### src/rtl/ptbd_pkg.sv
// ----------------------------------------------------------------------------
// ptbd_pkg
// shared types and constants for the point to box distance core
// ----------------------------------------------------------------------------
package ptbd_pkg;

    localparam int COORD_WIDTH_DEF = 24;
    // coordinates are q15.8; the scale passes through the datapath unchanged
    localparam int FRAC_BITS_DEF   = 8;
    localparam int CW              = COORD_WIDTH_DEF;
    localparam int DIST_WIDTH      = 25;
    localparam int ADDR_WIDTH      = 4;
    localparam int QUEUE_DEPTH     = 2;

    localparam logic [ADDR_WIDTH-1:0] ADDR_CAM_X = 4'h0;
    localparam logic [ADDR_WIDTH-1:0] ADDR_CAM_Y = 4'h4;
    localparam logic [ADDR_WIDTH-1:0] ADDR_CAM_Z = 4'h8;

    typedef struct packed {
        logic                 has_volume;
        logic signed [CW-1:0] box_min_x;
        logic signed [CW-1:0] box_min_y;
        logic signed [CW-1:0] box_min_z;
        logic signed [CW-1:0] box_max_x;
        logic signed [CW-1:0] box_max_y;
        logic signed [CW-1:0] box_max_z;
        logic signed [CW-1:0] offset_x;
        logic signed [CW-1:0] offset_y;
        logic signed [CW-1:0] offset_z;
    } t_in_item;

    typedef struct packed {
        logic [DIST_WIDTH-1:0] distance;
        logic                  inside_res;
        logic                  no_volume;
    } t_out_item;

    // classified item handed from front to back
    typedef struct packed {
        logic [CW-1:0] gap_x;
        logic [CW-1:0] gap_y;
        logic [CW-1:0] gap_z;
        logic          in_box;
        logic          no_volume;
    } t_gap_item;

endpackage

### src/rtl/ptbd_queue.sv
// ----------------------------------------------------------------------------
// ptbd_queue
// small fifo between front and back
// ----------------------------------------------------------------------------
module ptbd_queue (
    input  logic                i_clk,
    input  logic                i_rst_n,
    input  logic                i_valid,
    output logic                o_ready,
    input  ptbd_pkg::t_gap_item i_item,
    output logic                o_valid,
    input  logic                i_ready,
    output ptbd_pkg::t_gap_item o_item
);
    localparam int D  = ptbd_pkg::QUEUE_DEPTH;
    localparam int AW = (D > 1) ? $clog2(D) : 1;

    ptbd_pkg::t_gap_item r_mem [D];
    logic [AW-1:0] r_wp, r_rp;
    logic [AW:0]   r_cnt;
    logic          w_push, w_pop;

    assign o_ready = r_cnt != (AW+1)'(D);
    assign o_valid = r_cnt != '0;
    assign o_item  = r_mem[r_rp];
    assign w_push  = i_valid && o_ready;
    assign w_pop   = o_valid && i_ready;

    always_ff @(posedge i_clk) begin
        if (!i_rst_n) begin
            r_wp  <= '0;
            r_rp  <= '0;
            r_cnt <= '0;
        end else begin
            if (w_push) begin
                r_wp <= (r_wp == AW'(D-1)) ? '0 : r_wp + 1'b1;
            end
            if (w_pop) begin
                r_rp <= (r_rp == AW'(D-1)) ? '0 : r_rp + 1'b1;
            end
            r_cnt <= r_cnt + (AW+1)'(w_push) - (AW+1)'(w_pop);
        end
        if (w_push) begin
            r_mem[r_wp] <= i_item;
        end
    end
endmodule

### config.mk
export PLATFORM = sky130hd
export DESIGN_NAME = ptbd_queue
export DESIGN_NICKNAME = d
export VERILOG_FILES = /design/src/rtl/ptbd_pkg.sv /design/src/rtl/ptbd_queue.sv
export SDC_FILE = /design/constraint.sdc
export NUM_CORES = 1
export LEC_CHECK = 0
export BUFFER_PORTS_ARGS = -buffer_cell sky130_fd_sc_hd__clkbuf_2
export CAP_MARGIN = 20
export CORE_MARGIN = 2
export CORE_UTILIZATION = 30
export DETAILED_ROUTE_END_ITERATION = 8
export PLACE_DENSITY = 0.62
export SETUP_SLACK_MARGIN = 0.3
export SYNTH_ARGS = -nofsm -noshare
export SYNTH_HDL_FRONTEND = slang
export SYNTH_SLANG_ARGS = --single-unit
### constraint.sdc
create_clock -name i_clk -period 8 [get_ports i_clk]
set_input_delay 0.4 -clock i_clk [delete_from_list [all_inputs] [get_ports i_clk]]
set_output_delay 0.4 -clock i_clk [all_outputs]
set_load 0.05 [all_outputs]
# ---- After elaboration in Yosys (flattened, before gate mapping)
# Memory sizes are Yosys's and may differ from the RTL's. A register that Yosys moved wholly into a read port is not among the register bits.
# Index checks and enable logic that the tools add are counted.
dict set report word_totals {
  memories 1
  mem_bits_rw 148
  ff_bits 4
  rom_bits 0
  wordCells 18
  latch_bits 0
}
# name depth width rd rd_ports_with_merged_regs wr line
set mem_list {}
lappend mem_list {r_mem 2 74 1 1 1 ptbd_queue.sv:18} ;# ptbd_pkg::t_gap_item r_mem [D];
dict set report classes {
  n_div 0
  n_shift 0
  eq_ne 1
  mux 6
  reduce_logical 3
  order_cmp 0
  multipliers 0
  bitwise 0
  addsub 4
}
# op n
set op_table {}
lappend op_table {{two-way mux 1 bit} 6}
lappend op_table {{adder 1 bit, second input constant} 2}
lappend op_table {{adder 2 x 1 -> 2 bit} 1}
lappend op_table {{logical AND 1 bit} 2}
lappend op_table {{inequality test 2 bit, second input constant} 1}
lappend op_table {{nonzero test 2 bit} 1}
lappend op_table {{subtractor 2 x 1 -> 2 bit} 1}

# ---- Logic depth before layout (Yosys ltp)
dict set report depth {
  ltp_word 4
  depth_mapped 6
}

# ---- Least setup slack after synthesis
# OpenSTA, ideal clock, no wires.
dict set report synth_path {
  path_type {register -> register}
  startpoint {register r_cnt[0]}
  endpoint {memory r_mem[1][0] (netlist name), enable pin}
  path_stages_with_launch 3
  setup_time_ps 441
  required_ps 7559
  setup_slack_ps 4770
  arrival_time_ps 2789
  synth_period_minus_slack_ps 3230
  cell_sequence {dfxtp_1 nand2b_1 and3_1}
}
dict set report synth_via {
  elab_chain_cells 4
}
# item line
set synth_lines {}
lappend synth_lines {{start, declared} ptbd_queue.sv:20} ;# logic [AW:0] r_cnt;
lappend synth_lines {{start signal, assigned} ptbd_queue.sv:41} ;# r_cnt <= r_cnt + (AW+1)'(w_push) - (AW+1)'(w_pop);
lappend synth_lines {{inequality test 2 bit} ptbd_queue.sv:23} ;# assign o_ready = r_cnt != (AW+1)'(D);
lappend synth_lines {{named net o_ready} ptbd_queue.sv:9} ;# output logic o_ready,
lappend synth_lines {{logical AND 1 bit} ptbd_queue.sv:26} ;# assign w_push = i_valid && o_ready;
lappend synth_lines {{two-way mux 1 bit} ptbd_queue.sv:43} ;# if (w_push) begin
lappend synth_lines {{two-way mux 1 bit (not written as such)} ptbd_queue.sv:44} ;# r_mem[r_wp] <= i_item;
lappend synth_lines {{end, declared} ptbd_queue.sv:18}
# The timed path passes the listed nets, and every way through them passes these cells.

==> out/metrics.cfg <==
[finish]
nNetsFinal=505
area_growth_pct=27.0
fin_cells=701
filler_cell_count=1858
multi_input_area_um2=1220
diodes=0
drive_above_1_share_pct=59.4
ff_latch_area_um2=4550
final_common_cell=clkbuf_2
final_cell_mix=153 x clkbuf_2, 148 x edfxtp_1, 60 x mux2_4, 17 x clkbuf_16, 14 x mux2_2

[global_routing]
grt_antenna_before_repair=0
grt_pass1_wl_mm=16.2
grt_max_degree=75
grt_overflow=0
globalRouteTotalUtil_pct=10.6
grt_pass1_vias=3157

[power_and_ir_drop]
p_sw_share_pct=34.1
p_sw_mw=0.847
internal_power_mw=1.64
p_leak_nw=2.89
power_frac_comb_pct=30.2
seqPwrFrac_pct=41.3
peakVddDrop_mv=0.173
clockPowerShare_pct=28.5
power_density_nw_per_um2=335

[clock_network]
hold_buffers=0
post_cts_buffers=0
cts_tree=yes
h-tree-depth=4
cts_made_buffers=17
cts_max_path_buffers=2
clkLatencyLatePin_ns=0.42
post_cts_resize_count=0
clkSinkCount=153
root_buffer=clkbuf_16
clk_pin_slew_ns=0.06

[synth]
synth_cell_types=26
synthCells=259
synthesis.nets=338
netlist.area_leader.share_pct=76.0
synth_adder_area_share_pct=0.214
syn_area_um2=5850
ys_seq_elements=153
synth_simple_gate_area_share_pct=1.26
yosys_warnings=0
avgSynthCellArea_um2=22.6
yosysSeqAreaShare_pct=77.7
ys_top_cells_by_area=edfxtp_1 76%, mux2_4 15%, mux2_2 2.7%, dfxtp_1 1.7%, buf_6 1.2%
muxShareOfSynthArea_pct=18.3
synth_top_family_by_area=multiplexers
synthXorXnorAreaFrac_pct=0.150
synth_compound_area_share_pct=0.920
yosys.area.top_type=edfxtp_1

[sta]
finalClockSkew_ns=0.0147
hold_violations=0
setup_viol=0
period_minus_slack_ns=2.98
rsz0062_at_grt=false
slew_headroom_pct=31.9
max_freq_mhz=335
worst_pin_slew_ns=1.02
report.final.slew_viol_count=0
fin_crit_sh_pct=37.3
setup_tns_ns=0

[detailed_routing]
drtIter0Drc=78
drt-vias-per-instance=4.14
post_drt_wl_per_cell_um=14.9
vias=2903
drc=0
dr.pass1.iters=5
wl_mm=10.5
final_antenna_net_count=0

[critical_path]
path_class=reg2out
startpoint_type=flop
cp-end-kind=primary output
crit_fanout=42
critPathArrivalTime_ns=2.58
required_ns=7.60

[placed_design]
hpwl_mm=6.72
gp_congestion=0.653
dp.cells=671
portBuffers=153

[floorplan]
dieArea_um2=20600
row_count=51
io_pins=154
die_h_um=144
fp.dieW_um=144
core_area_um2=19300
start_util_pct=30.3

[min_path]
hold_path.class=in2reg

[status]
status=finished clean

[flow_run]
cap_violations=0

## cell usage after synthesis, drive strengths merged
master  count
nand2b      2
or2         1
a21bo       2
xnor2       1
inv         1
nand2       1
nand3b      1
edfxtp    148
o21ai       2
a32oi       1
a211oi      1
and3        1
mux2i       1
nand3       1
buf         8
nor2b       1
ha          1
and2        3
a21boi      1
dfxtp       5
nor2        2
mux2       74
## worst max-delay path, cell delays in order (launching register included)
cell      delay, ns
dfxtp_4        0.72
buf_4          0.70
mux2_2         0.42
clkbuf_2       0.24
## layer usage
metal  part of all wire (%)  vias up  wire length [um]  global-route usage (%)
met5                      0        -                 0                       0
met4                    1.1        0               117                    4.18
met3                    7.0        9               728                    4.93
met2                     51       95              5380                    17.6
met1                     41     1442              4250                    11.8
li1                       -     1357                 -                       -
## state kept, by name (all words and copies together), names as in the netlist, named ones only
register,flops
r_mem,148
r_rp,1
r_wp,1
r_cnt,2
## per-stage QoR
stage	total power [mW]	utilization, %	area [um^2]	setup slack [ns]	hold WS [ns]
finish	2.49	38.5	7420	5.02	0.168
global route	2.60	38.5	7420	4.84	0.141
CTS	2.52	38.4	7400	4.97	0.146
detailed placement	1.80	35.7	6890	5.40	0.579
global placement	1.79	35.7	6890	5.45	0.565
floorplan	1.67	-	5850	4.77	0.499
## power groups by stage
| stage | combinational (mW) | sequential [mW] | clock (mW) |
|---|---|---|---|
| finish | 0.751 | 1.03 | 0.709 |
| global route | 0.790 | 1.04 | 0.769 |
| CTS | 0.760 | 1.03 | 0.734 |
| detailed placement | 0.760 | 1.05 | 0 |
| global placement | 0.753 | 1.04 | 0 |
| floorplan | 0.653 | 1.01 | 0 |
## worst paths after layout
| kind | slack [ns] | end | depth (start not counted) | from |
|---|---|---|---|---|
| hold / removal | 0.17 | r_mem[1][68] | 1 | i_item[68] |
| setup / recovery | 5.02 | o_item[1] | 3 | flop |
| hold reg to reg | 0.59 | flop | 2 | r_rp |
| setup reg to reg | 5.92 | r_mem[0][31] | 4 | r_cnt[0] |
## layout make-up
cell class              instances  share of cell area, %
flip-flops and latches        153                   61.3
multi-input cells              97                   16.5
inverters                       1                 0.0674
clock inverters                 9                   1.06
well taps                     265                   4.47
clock buffers                  20                   5.88
repair buffers                156                   10.8
## kinds of logic (layout without fill, tap and decap cells)
logic type	Yosys count	in the layout
AOI/OAI and AO/OA	7	7
xor gates and xnor gates	1	1
adders and majority gates	1	1
buffers and inverters	9	186
DFF	153	153
muxes	75	75
and+or+nand+nor	13	13
No activity file was read; power rests on OpenSTA's default activity.
