`src/rtl/ptbd_pkg.sv`:
```
// ----------------------------------------------------------------------------
// ptbd_pkg
// shared types and constants for the point to box distance core
// ----------------------------------------------------------------------------
package ptbd_pkg;

    localparam int COORD_WIDTH_DEF = 24;
    // coordinates are q15.8; the scale passes through the datapath unchanged
    localparam int FRAC_BITS_DEF   = 8;
    localparam int CW              = COORD_WIDTH_DEF;
    localparam int DIST_WIDTH      = 25;
    localparam int ADDR_WIDTH      = 4;
    localparam int QUEUE_DEPTH     = 2;

    localparam logic [ADDR_WIDTH-1:0] ADDR_CAM_X = 4'h0;
    localparam logic [ADDR_WIDTH-1:0] ADDR_CAM_Y = 4'h4;
    localparam logic [ADDR_WIDTH-1:0] ADDR_CAM_Z = 4'h8;

    typedef struct packed {
        logic                 has_volume;
        logic signed [CW-1:0] box_min_x;
        logic signed [CW-1:0] box_min_y;
        logic signed [CW-1:0] box_min_z;
        logic signed [CW-1:0] box_max_x;
        logic signed [CW-1:0] box_max_y;
        logic signed [CW-1:0] box_max_z;
        logic signed [CW-1:0] offset_x;
        logic signed [CW-1:0] offset_y;
        logic signed [CW-1:0] offset_z;
    } t_in_item;

    typedef struct packed {
        logic [DIST_WIDTH-1:0] distance;
        logic                  inside_res;
        logic                  no_volume;
    } t_out_item;

    // classified item handed from front to back
    typedef struct packed {
        logic [CW-1:0] gap_x;
        logic [CW-1:0] gap_y;
        logic [CW-1:0] gap_z;
        logic          in_box;
        logic          no_volume;
    } t_gap_item;

endpackage

```
`src/rtl/ptbd_front.sv`:
```
// ----------------------------------------------------------------------------
// ptbd_front
// translates the box, saturates, and finds the per-axis gap to the camera
// ----------------------------------------------------------------------------
module ptbd_front (
    input  logic                   i_clk,
    input  logic                   i_rst_n,
    input  logic                   i_valid,
    output logic                   o_ready,
    input  ptbd_pkg::t_in_item     i_item,
    input  logic [ptbd_pkg::CW-1:0] i_cam_x,
    input  logic [ptbd_pkg::CW-1:0] i_cam_y,
    input  logic [ptbd_pkg::CW-1:0] i_cam_z,
    output logic                   o_valid,
    input  logic                   i_ready,
    output ptbd_pkg::t_gap_item    o_item
);
    localparam int CW = ptbd_pkg::CW;

    logic              r_valid;
    ptbd_pkg::t_gap_item r_item;
    ptbd_pkg::t_gap_item n_item;

    function automatic logic signed [CW-1:0] sat_add(input logic signed [CW-1:0] a,
                                                     input logic signed [CW-1:0] b);
        logic signed [CW:0] s;
        s = {a[CW-1], a} + {b[CW-1], b};
        if (s[CW] != s[CW-1])
            return s[CW] ? {1'b1, {(CW-1){1'b0}}} : {1'b0, {(CW-1){1'b1}}};
        return s[CW-1:0];
    endfunction

    // gap fits in CW bits unsigned since both terms are in range
    function automatic logic [CW:0] axis_gap(input logic signed [CW-1:0] cam,
                                            input logic signed [CW-1:0] mn,
                                            input logic signed [CW-1:0] mx);
        logic signed [CW:0] d;
        if (cam <= mn) begin
            d = {mn[CW-1], mn} - {cam[CW-1], cam};
            return {1'b0, d[CW-1:0]};
        end
        if (cam > mx) begin
            d = {cam[CW-1], cam} - {mx[CW-1], mx};
            return {1'b0, d[CW-1:0]};
        end
        return {1'b1, {CW{1'b0}}};
    endfunction

    logic [CW:0] w_gx, w_gy, w_gz;

    always_comb begin
        w_gx = axis_gap(i_cam_x, sat_add(i_item.box_min_x, i_item.offset_x),
                        sat_add(i_item.box_max_x, i_item.offset_x));
        w_gy = axis_gap(i_cam_y, sat_add(i_item.box_min_y, i_item.offset_y),
                        sat_add(i_item.box_max_y, i_item.offset_y));
        w_gz = axis_gap(i_cam_z, sat_add(i_item.box_min_z, i_item.offset_z),
                        sat_add(i_item.box_max_z, i_item.offset_z));
        n_item.no_volume = !i_item.has_volume;
        if (i_item.has_volume) begin
            n_item.gap_x  = w_gx[CW-1:0];
            n_item.gap_y  = w_gy[CW-1:0];
            n_item.gap_z  = w_gz[CW-1:0];
            n_item.in_box = w_gx[CW] & w_gy[CW] & w_gz[CW];
        end else begin
            n_item.gap_x  = '0;
            n_item.gap_y  = '0;
            n_item.gap_z  = '0;
            n_item.in_box = 1'b0;
        end
    end

    assign o_ready = !r_valid || i_ready;
    assign o_valid = r_valid;
    assign o_item  = r_item;

    always_ff @(posedge i_clk) begin
        if (!i_rst_n) begin
            r_valid <= 1'b0;
        end else if (o_ready) begin
            r_valid <= i_valid;
        end
        if (o_ready && i_valid) begin
            r_item <= n_item;
        end
    end
endmodule

```
`config.mk`:
```
export PLATFORM = sky130hd
export DESIGN_NAME = ptbd_front
export DESIGN_NICKNAME = d
export VERILOG_FILES = /design/src/rtl/ptbd_pkg.sv /design/src/rtl/ptbd_front.sv
export SDC_FILE = /design/constraint.sdc
export NUM_CORES = 1
export LEC_CHECK = 0
export ABC_AREA = 1
export BUFFER_PORTS_ARGS = -buffer_cell sky130_fd_sc_hd__buf_2
export CORE_ASPECT_RATIO = 1.1
export CORE_MARGIN = 3
export CORE_UTILIZATION = 40
export DETAILED_ROUTE_END_ITERATION = 10
export SYNTH_ARGS = -nofsm -noshare
export SYNTH_HDL_FRONTEND = slang
export SYNTH_SLANG_ARGS = --single-unit
```
`constraint.sdc`:
```
create_clock -name i_clk -period 7.8 [get_ports i_clk]
set_input_delay 0.39 -clock i_clk [delete_from_list [all_inputs] [get_ports i_clk]]
set_output_delay 0.39 -clock i_clk [all_outputs]
set_load 0.05 [all_outputs]
```
* Yosys cells after proc, flatten, opt, wreduce, memory -nomap -nowiden
Cells that the tools add are included.
** Word-level totals
- Memories :: 0
- Input port bits :: 293
- Memory bits (read-only) :: 0
- Latch bits :: 0
- Flip-flop bits (word level) :: 75
- Output and inout bits :: 76
- Bits in writable memories :: 0
** Cells by class
- Mux-type cells :: 45
- Magnitude comparators :: 6
- Shift-type cells :: 0
- Bitwise operators :: 2
- Reductions and logical operators :: 4
- Multipliers :: 0
- Div/mod/pow operators :: 0
- Add/sub/neg operators :: 12
- Equality and inequality tests :: 6
** Operators with widths (count)
- $mux 24 :: 18
- $mux 25 :: 12
- $add 24x24->25 :: 6
- $sub 24x24->24 :: 6
- $gt 24x24->1 :: 3
- $le 24x24->1 :: 3
- $mux 1 :: 15
- $ne 1x1->1 :: 6
- $and 1x1->1 :: 2
- $logic_not 1->1 :: 2
- $logic_and 1x1->1 :: 1
- $logic_or 1x1->1 :: 1

* Logic depth before layout (Yosys ltp)
- Depth after elaboration :: 11
- Gate-level depth with buffers :: 36
- Mapped depth without buffers :: 35

* Worst setup path after synthesis
OpenSTA, ideal clock, no wires.
- Path kind :: in2reg
- From :: in i_item[0] (netlist name)
- To :: reg r_item (netlist bit o_item[15]), data pin
- Arrival :: 4578 ps
- Setup slack :: 3080 ps
- Buffers on the path :: 2
- Stages on the path :: 32
- Required time :: 7658 ps
- Path through :: ha_1 -> fa_1 -> nand3_1 -> nand2_1 -> a21boi_2 -> o21bai_2 -> nand2_1 -> nand2_1 -> nand2_1 -> nand2_1 -> nand2_1 -> nand2_1 -> ha_1 -> inv_1 -> clkbuf_1 -> nand2_1 -> o21ai_0 -> ha_1 -> inv_1 -> fa_1 -> nand2_1 -> nand2_1 -> nand3_2 -> nand2_2 -> nand2_1 -> nand2_2 -> nand2_1 -> nand3_1 -> a21boi_4 -> buf_6 -> nand2_1 -> a21oi_2
** On the way
- Longest elaborated chain between the ends :: 9
- Elaborated cells on any way between the ends :: 23
- Classes of those cells :: add/sub (4); order compare (2); eq/ne (2); mux (15)
** RTL lines
- start, declared :: line ptbd_front.sv:10 : input ptbd_pkg::t_in_item i_item,
- $add 24x24->25 :: line ptbd_front.sv:27 : s = {a[CW-1], a} + {b[CW-1], b};
- $mux 24 or $ne 1x1->1 (tied branches) :: line ptbd_front.sv:29, ptbd_front.sv:28
- $mux 24 or $mux 1 (tied branches) :: line ptbd_front.sv:28 : if (s[CW] != s[CW-1])
- $mux 24 :: line ptbd_front.sv:30 : return s[CW-1:0];
- $sub 24x24->24 or $gt 24x24->1 (tied branches) :: line ptbd_front.sv:39, ptbd_front.sv:42
- $mux 25 or $mux 1 (tied branches) :: line ptbd_front.sv:38, ptbd_front.sv:42
- $mux 25 or $mux 1 (tied branches) :: line ptbd_front.sv:42 : if (cam > mx) begin
- $mux 25 :: line ptbd_front.sv:46 : return {1'b1, {CW{1'b0}}};
- $mux 25 * :: line ptbd_front.sv:42
- end signal, assigned :: line ptbd_front.sv:83 : r_item <= n_item;
- end, declared :: line ptbd_front.sv:21 : ptbd_pkg::t_gap_item r_item;
Every way passes the cells marked *; elsewhere a longest branch is shown, timed or not. The select of a mux whose other input is x is not followed.
A chain may end at the register's enable or synchronous reset.

* Worst setup path in the final report
- From :: in i_item[24] (netlist name)
- To :: reg r_item (netlist bit o_item[34]), data pin
Same word-level chain as after synthesis.

==> results.cfg <==
[status]
outcome = finished, final reports clean

[placement]
gp_congestion = 0.989
placed_area_um2 = 25300
dpl_worst_slack_ns = 1.32
port_buffers = 368
hpwlAfterDp_um = 80000

[floorplan]
initial_core_util_pct = 40.6
coreArea_um2 = 56400
rows = 91
die_y_um = 257
io_pins = 369
die_area_um2 = 60100
dieWidth_um = 234

[cts]
cts_made_buffers = 9
cts_hold_buffers = 0
worstSkewPairLatency_ns = 0.36
htree_num_levels = 3
cts_num_sinks = 75
root_buffer = clkbuf_16
cts_buffer_depth = 2
cts_setup_buffers = 0
path_clk_slew_ns = 0.07
ctsResizeCount = 0
cts_tree = yes

[final_layout]
postLayoutCellArea_um2 = 25600
nets = 4800
num-fill-cells = 6315
num_antenna_cells = 0
syn_to_final_growth_pct = 12.1
drive_gt1_share_pct = 13.0

[detailed_routing]
wl_met2_um = 42400
wirelength_um = 90200
routed_via_density = 5.33
highest_layer = met4
drtAntennaViolNets = 0
wl_met3_um = 4030
wl_met1_um = 40300
routedWlPerCell_um = 18.2
drtPass1Iterations = 6
drc = 0
via_count = 26400
drt-initial-drc-count = 2095

[pwr]
power.density_nw_per_um2 = 292
vdd_drop_max_mv = 0.126
leakage_nw = 13.5
power_mw = 7.48

[grt]
grt_max_degree = 62
antenna_found_initial = 0
grt_pass1_vias = 24700
overflow = 0
grt_usage_pct = 28.7
grt_pass1_wl_um = 136000

[logic_synthesis]
synth-seq-area-share_pct = 9.81
ys_seq_elements = 75
synth_cells = 3860
ys_async_sr_fraction_pct = 0
synth_top_flop_cell = edfxtp_1
synth_nets = 4465
syn-cell-area_um2 = 22900
yosysWarnings = 0
syn_area_per_cell_um2 = 5.92
yosysUniqueCellTypes = 60
synth_edf_count = 74

[critical_path]
critPathKind = input pin to register
critical_path_required_ns = 7.88
worstSetupStartpointType = input pin
critPathMaxFanout = 25
path_common_cell = nand2_1
crit_path_end_kind = register
cp.arrival_ns = 6.20
reg2regPathDepth = 2
slowest_delay_ns = 0.62
cp_slowest_cell = nand3_1

[hold_path]
holdPathStages = 2
worst_hold_path_type = input pin to register

[sta]
finalSetupViolations = 0
rsz0062_at_grt = no
setup_ws_ns = 1.68
period_needed_ns = 6.12
tns_ns = 0
max-slew-margin-rel_pct = 40.8
hold_viol = 0
finalCritPeriodShare_pct = 78.4
tightest_slew_ns = 0.886
slew_viol_final = 0
clock_skew_ns = 0.00930
fmax_mhz = 163

[job]
drv_cap = 0
metal layers:
layer  up-vias  track usage, %
li1      13500               -
met1     11900            38.6
met2       822            48.9
met3       139            1.46
met4         0            9.76
met5         -               0
path summary, 6_finish.rpt:
check | startpoint | endpoint | slack (ns)
max | i_item[24] | o_item[34] | 1.68
min | i_rst_n | o_valid | 0.27
max reg2reg | o_valid | o_item[73] | 5.76
min reg2reg | o_valid | o_valid | 0.54
through the flow:
stage | utilization (%) | hold WS [ns] | cells
after global routing | 45.5 | 0.278 | 4944
after global placement | 45.0 | 0.539 | 4928
final | 45.5 | 0.272 | 4944
after floorplan | - | 0.544 | 3860
after CTS | 45.5 | 0.265 | 4944
after detailed placement | 45.0 | 0.539 | 4928
cell families (layout without fill, tap and decap cells):
family	after synthesis	in the layout	share of synthesized area, %
AND/OR/NAND/NOR	1920	1920	36.9
flip-flops	75	75	9.81
XOR/XNOR	152	152	5.82
AO/OA/AOI/OAI	793	793	19.3
adder cells (fa/ha/maj)	312	312	17.5
buffers and inverters	608	948	10.6
power by group:
group / leakage, nW / switching (mW) / internal [mW]
logic: 12.6 / 4.37 / 1.98
registers: 0.747 / 0.0630 / 0.629
clock network: 0.133 / 0.190 / 0.249
cells in the mapped netlist (3+ instances only):
master | number | area (um2)
nand2_1 | 1007 | 3780
inv_1 | 554 | 2080
a21oi_1 | 387 | 1940
nor2_1 | 369 | 1390
ha_1 | 300 | 3750
nand3_1 | 243 | 1220
o21ai_0 | 221 | 1110
xor2_1 | 104 | 911
nand4_1 | 84 | 526
edfxtp_1 | 74 | 2220
nor3_1 | 58 | 290
xnor2_1 | 48 | 420
o21bai_1 | 43 | 323
o21ai_1 | 32 | 160
nand2_2 | 30 | 188
nand3_2 | 28 | 280
a21oi_2 | 26 | 228
a21o_1 | 23 | 173
or2_2 | 19 | 119
clkbuf_1 | 17 | 63.8
nor4_1 | 17 | 106
a21boi_0 | 14 | 105
nor2_2 | 14 | 87.6
and2_1 | 13 | 81.3
buf_6 | 12 | 135
fa_1 | 12 | 240
o21a_1 | 10 | 75.1
a211oi_1 | 9 | 67.6
a31o_2 | 9 | 78.8
buf_4 | 9 | 67.6
nand3b_1 | 9 | 67.6
buf_2 | 7 | 35.0
nor2_4 | 7 | 78.8
inv_2 | 6 | 22.5
nand4_2 | 5 | 62.6
a31oi_1 | 4 | 25.0
o31ai_1 | 4 | 30.0
o21ai_2 | 3 | 26.3
layout make-up:
cell class	instances	area (um2)	area share (%)
Sequential cell	75	2240	8.75
Timing Repair Buffer	370	1860	7.24
Tap cell	744	931	3.63
Multi-Input combinational cell	3177	18200	71.0
Inverter	562	2110	8.23
Clock inverter	4	53.8	0.210
Clock buffer	12	236	0.922
flip-flops by register name, indices dropped and copies added (netlist names):
register,flops
o_valid,1
o_item,74
cell usage in the layout (no fill, tap or decap), drive strengths merged, types with 3 or more instances in the layout:
master / count
nand2: 1038
inv: 560
a21oi: 414
nor2: 392
buf: 370
ha: 300
nand3: 273
o21ai: 256
xor2: 104
nand4: 89
edfxtp: 74
nor3: 59
xnor2: 48
o21bai: 44
a21o: 23
or2: 23
nor4: 18
a21boi: 16
and2: 14
fa: 12
clkbuf: 12
o21a: 10
a31o: 9
a211oi: 9
nand3b: 9
a31oi: 4
o31ai: 4
clkinv: 3
worst max-delay path, delay by kind of cell:
kind            cells  cell delay (ns)
compound gates      3             0.69
simple gates       18             2.94
fa+ha+maj           5             1.84
buf+inv             4             0.33
Note: power is estimated with default switching activity, not from simulation.
